$ cat config.mk
export PLATFORM = sky130hd
export DESIGN_NAME = bhd_ctrl
export DESIGN_NICKNAME = d
export VERILOG_FILES = /design/src/design/bhd_pkg.sv /design/src/design/bhd_ctrl.sv
export SDC_FILE = /design/constraint.sdc
export NUM_CORES = 1
export LEC_CHECK = 0
export ABC_AREA = 1
export BUFFER_PORTS_ARGS = -buffer_cell sky130_fd_sc_hd__buf_2
export CORE_AREA = 2 2 39 41
export DETAILED_ROUTE_END_ITERATION = 8
export DIE_AREA = 0 0 41 43
export GPL_TIMING_DRIVEN = 1
export SLEW_MARGIN = 30
export SYNTH_ARGS = -nofsm -noshare
export SYNTH_HDL_FRONTEND = slang
export SYNTH_SLANG_ARGS = --single-unit
$ cat constraint.sdc
create_clock -name clock -period 1.5 [get_ports clock]
set_input_delay 0.15 -clock clock [delete_from_list [all_inputs] [get_ports clock]]
set_output_delay 0.15 -clock clock [all_outputs]
set_load 0.02 [all_outputs]
$ cat src/design/bhd_pkg.sv
// shared types, op codes and defaults for the byte histogram block
package bhd_pkg;

   localparam int SYMBOLS_DEFAULT     = 256;
   localparam int COUNT_WIDTH_DEFAULT = 32;
   localparam int OUT_COUNT_W         = 32;
   localparam int TOTAL_W             = 32;
   localparam int DISTINCT_W          = 9;

   localparam logic [1:0] OP_COUNT = 2'd0;
   localparam logic [1:0] OP_SCAN  = 2'd1;
   localparam logic [1:0] OP_CLEAR = 2'd2;
   localparam logic [1:0] OP_NOP   = 2'd3;

   typedef struct packed {
      logic [1:0] op;
      logic [7:0] symbol;
   } req_type;

   typedef struct packed {
      logic [7:0]             symbol_out;
      logic [OUT_COUNT_W-1:0] count;
      logic [DISTINCT_W-1:0]  distinct_count;
      logic [TOTAL_W-1:0]     total_bytes;
      logic                   last;
      logic                   none_left;
   } rsp_type;

   typedef enum logic [2:0] {
      ST_IDLE,
      ST_CNT_READ,
      ST_CNT_UPDATE,
      ST_SCAN_FIRST,
      ST_SCAN_NEXT,
      ST_MISC
   } state_type;

   typedef enum logic [2:0] {
      RES_COUNT,
      RES_FOUND,
      RES_NONE,
      RES_CLEAR,
      RES_PLAIN
   } res_kind_type;

   typedef struct packed {
      logic         load_req;
      logic         scan_start;
      logic         scan_step;
      logic         scan_hit;
      logic         rd_sym;
      logic         emit;
      res_kind_type emit_kind;
   } cmd_type;

   typedef struct packed {
      logic [1:0] req_op;
      logic [1:0] cur_op;
      logic       p_end;
      logic       p_hit;
      logic       slot_free;
   } status_type;

endpackage

$ cat src/design/bhd_ctrl.sv
// sequencing state machine for count, scan, clear and no-op operations
module bhd_ctrl import bhd_pkg::*; (
   input  logic       clock,
   input  logic       reset,
   input  logic       req_valid,
   output logic       req_ready,
   input  status_type status,
   output cmd_type    cmd
);

   state_type state_ff;
   state_type state_in;

   always_ff @(posedge clock) begin
      if (reset) begin
         state_ff <= ST_IDLE;
      end else begin
         state_ff <= state_in;
      end
   end

   // next state
   always_comb begin
      state_in = state_ff;
      unique case (state_ff)
         ST_IDLE: begin
            if (req_valid) begin
               unique case (status.req_op)
                  OP_COUNT: state_in = ST_CNT_READ;
                  OP_SCAN:  state_in = ST_SCAN_FIRST;
                  default:  state_in = ST_MISC;
               endcase
            end
         end
         ST_CNT_READ: begin
            state_in = ST_CNT_UPDATE;
         end
         ST_CNT_UPDATE: begin
            if (status.slot_free) state_in = ST_IDLE;
         end
         ST_SCAN_FIRST: begin
            if (status.p_end) begin
               if (status.slot_free) state_in = ST_IDLE;
            end else if (status.p_hit) begin
               state_in = ST_SCAN_NEXT;
            end
         end
         ST_SCAN_NEXT: begin
            if ((status.p_end || status.p_hit) && status.slot_free) state_in = ST_IDLE;
         end
         ST_MISC: begin
            if (status.slot_free) state_in = ST_IDLE;
         end
         default: state_in = ST_IDLE;
      endcase
   end

   // outputs
   always_comb begin
      req_ready     = 1'b0;
      cmd           = '0;
      cmd.emit_kind = RES_PLAIN;
      unique case (state_ff)
         ST_IDLE: begin
            req_ready = 1'b1;
            if (req_valid) begin
               cmd.load_req   = 1'b1;
               cmd.scan_start = (status.req_op == OP_SCAN);
            end
         end
         ST_CNT_READ: begin
            cmd.rd_sym = 1'b1;
         end
         ST_CNT_UPDATE: begin
            cmd.emit      = status.slot_free;
            cmd.emit_kind = RES_COUNT;
         end
         ST_SCAN_FIRST: begin
            if (status.p_end) begin
               cmd.emit      = status.slot_free;
               cmd.emit_kind = RES_NONE;
            end else if (status.p_hit) begin
               cmd.scan_hit = 1'b1;
            end else begin
               cmd.scan_step = 1'b1;
            end
         end
         ST_SCAN_NEXT: begin
            if (status.p_end || status.p_hit) begin
               cmd.emit      = status.slot_free;
               cmd.emit_kind = RES_FOUND;
            end else begin
               cmd.scan_step = 1'b1;
            end
         end
         ST_MISC: begin
            cmd.emit      = status.slot_free;
            cmd.emit_kind = (status.cur_op == OP_CLEAR) ? RES_CLEAR : RES_PLAIN;
         end
         default: begin
            req_ready = 1'b0;
         end
      endcase
   end

endmodule

==> flow_summary.toml <==
[outcome]
outcome = "finished clean"

[global_route]
grt_overflow_total = 0
grt_use_total_pct = 12.4
antenna_found_initial = 0
grt_max_degree = 9
grt_pass1_vias = 390
grt_pass1_wl_mm = 1.50

[setup_path]
crit_type = "reg2out"
critPathRequiredTime_ps = 1350
rrSetupSlack_ps = 370
rr_startpoint = "state_ff[0]"
endpoint_kind = "output pin"
critical_path_arrival_ps = 1290
reg2regPathDepth = 7
cp_max_fo = 6
cp-start-kind = "flip-flop"
rr_endpoint = "state_ff[2]"

[place]
port_buffers = 19
gp_congestion = 0.779
dp_hpwl_um = 799

[floorplanning]
initial_core_util_pct = 26.9
rows = 14
core_mm2 = 0.00138
die-area_mm2 = 0.00176
die_y_um = 43
die_x_um = 41
io_pins = 20

[sta]
min_period_ps = 1440
setup_viol = 0
max_slew_margin_pct = 75.5
finClkSkew_ps = 0.653
worst_slew_pin_slew_ps = 367
max_freq_mhz = 693
hold_violations = 0
tns_ps = 0
maxSlewViolCount = 0
post-route-period-util_pct = 96.2

[clocking]
cts.hold.buffers_added = 0
cts_tree = "built"
cts.clk_slew.worst_paths_ps = 40
cts_made_buffers = 3
clock_latency_ps = 240
clock_sinks = 3
cts-root-buf = "clkbuf_4"
clockBufferDepth = 2
h-tree-depth = 1

[min_path]
hp-class = "in2reg"
hp-start = "reset"
min_path_cells = 2
min_to = "state_ff[0]"

[synth]
ys_seq_area_share_pct = 16.2
yosys_warnings = 0
synthCells = 65
synth_fp_nets = 75
yosys.cell_types.count = 18
synth-seq-cells = 3
syn-mean-instance-area_um2 = 5.72
netlist_area_um2 = 372

[drt]
drc = 0
via_per_inst = 4.59
ant_nets = 0
via_count = 482
first_pass_iters = 4
first_iter_violations = 10
wirelength_mm = 1.04
wl_per_cell_um = 9.88

[power_and_ir_drop]
power.density_mw_per_mm2 = 1810
leakagePower_nw = 0.328
vdd_ir_drop_max_v = 0.000927
power.total_w = 0.00101

[finish]
max_flop_register = "state_ff"
largest_reg_flops = 3
layout.nets = 100
drive_above_1_share_pct = 46.1
antennaDiodeCount = 0
n_fill_cell = 157
reg_top3 = "state_ff (3)"
flow.area_growth_from_synthesis_pct = 49.8

[job]
cap_violations = 0
[how the worst max path moves through the flow]
stage	start	cells after the start	slack (ps)	endpoint
global placement	state_ff[0]	5	170	cmd[3]
CTS	state_ff[0]	5	9	cmd[3]
finish	state_ff[1]	6	60	cmd[3]
detailed placement	state_ff[0]	5	180	cmd[3]
floorplan	state_ff[0]	5	170	cmd[3]
global route	state_ff[1]	6	-20	cmd[3]
[worst max-delay path, stage by stage (launching register included)]
cell	delay (ps)
dfxtp_4	360
nor2_4	140
nand2_4	70
inv_1	70
nand2_1	80
a41oi_2	170
buf_4	170
[layout make-up]
class                   instances  area (um^2)  share of cell area, %
inverters                      14         52.6                   9.44
multi-input cells              48          279                   50.1
well taps                      16         20.0                   3.60
repair buffers                 20          108                   19.3
flip-flops and latches          3         71.3                   12.8
clock buffers                   4         26.3                   4.72
[cell families (layout without fill, tap and decap cells)]
| group | count (synthesis) | after routing | share of synthesized area (%) |
|---|---|---|---|
| AOI/OAI and AO/OA | 10 | 10 | 16.2 |
| and+or+nand+nor | 38 | 38 | 53.5 |
| buffers and inverters | 14 | 38 | 14.1 |
| DFF | 3 | 3 | 16.2 |
[power by group]
group | total (W) | leakage (nW) | switching, W | internal, W
Combinational | 0.000667 | 0.287 | 0.000404 | 0.000262
Clock | 0.000144 | 0.0150 | 0.0000440 | 0.0000998
Sequential | 0.000197 | 0.0267 | 0.0000654 | 0.000131
Total | 0.00101 | 0.328 | 0.000514 | 0.000493
[synthesized netlist by cell type]
cell type  count  area (um^2)
a21oi_1        4         20.0
a21oi_2        1         8.76
a41oi_1        1         8.76
dfxtp_1        3         60.1
inv_1         12         45.0
inv_2          2         7.51
nand2_1       11         41.3
nand2_2        4         25.0
nand2_4        1         11.3
nand3_1        8         40.0
nand3_2        1         10.0
nand4_1        1         6.26
nor2_1         8         30.0
nor2_2         2         12.5
nor2_4         2         22.5
o211ai_1       1         7.51
o21ai_0        2         10.0
o21ai_1        1         5.00
[metrics by stage]
| step | instances | hold slack (ps) | worst slack (ps) | area (um^2) | util [%] |
|---|---|---|---|---|---|
| final | 105 | 94.1 | 56.7 | 557 | 40.2 |
| after global routing | 105 | 91.8 | -15.5 | 557 | 40.2 |
| after CTS | 105 | 95.2 | 8.59 | 523 | 37.8 |
| after detailed placement | 101 | 348 | 180 | 494 | 35.7 |
| after global placement | 101 | 346 | 171 | 494 | 35.7 |
| after floorplan | 65 | 212 | 169 | 372 | - |
[metal layers]
metal | vias to the layer above | share of wire, % | GRT usage, %
met5 | - | 0 | 0
met4 | 0 | 1.9 | 6.00
met3 | 2 | 5.9 | 3.14
met2 | 17 | 47 | 18.1
met1 | 208 | 45 | 16.4
li1 | 255 | - | -
[placed cells by master, fill, tap and decap left out, drive strengths merged, types with 3 or more instances in the layout]
cell	netlist	final
o21ai	3	3
nor2	12	12
inv	14	14
clkbuf	0	4
a21oi	5	5
nand3	9	9
nand2	16	16
dfxtp	3	3
buf	0	20
[what timing repair did]
item                                    CTS  global route
gates resized for setup                   2            10
endpoints found under the setup margin    1             2
pin swaps                                 0             4
setup buffers                             0             0
(Power assumes the default switching activity.)
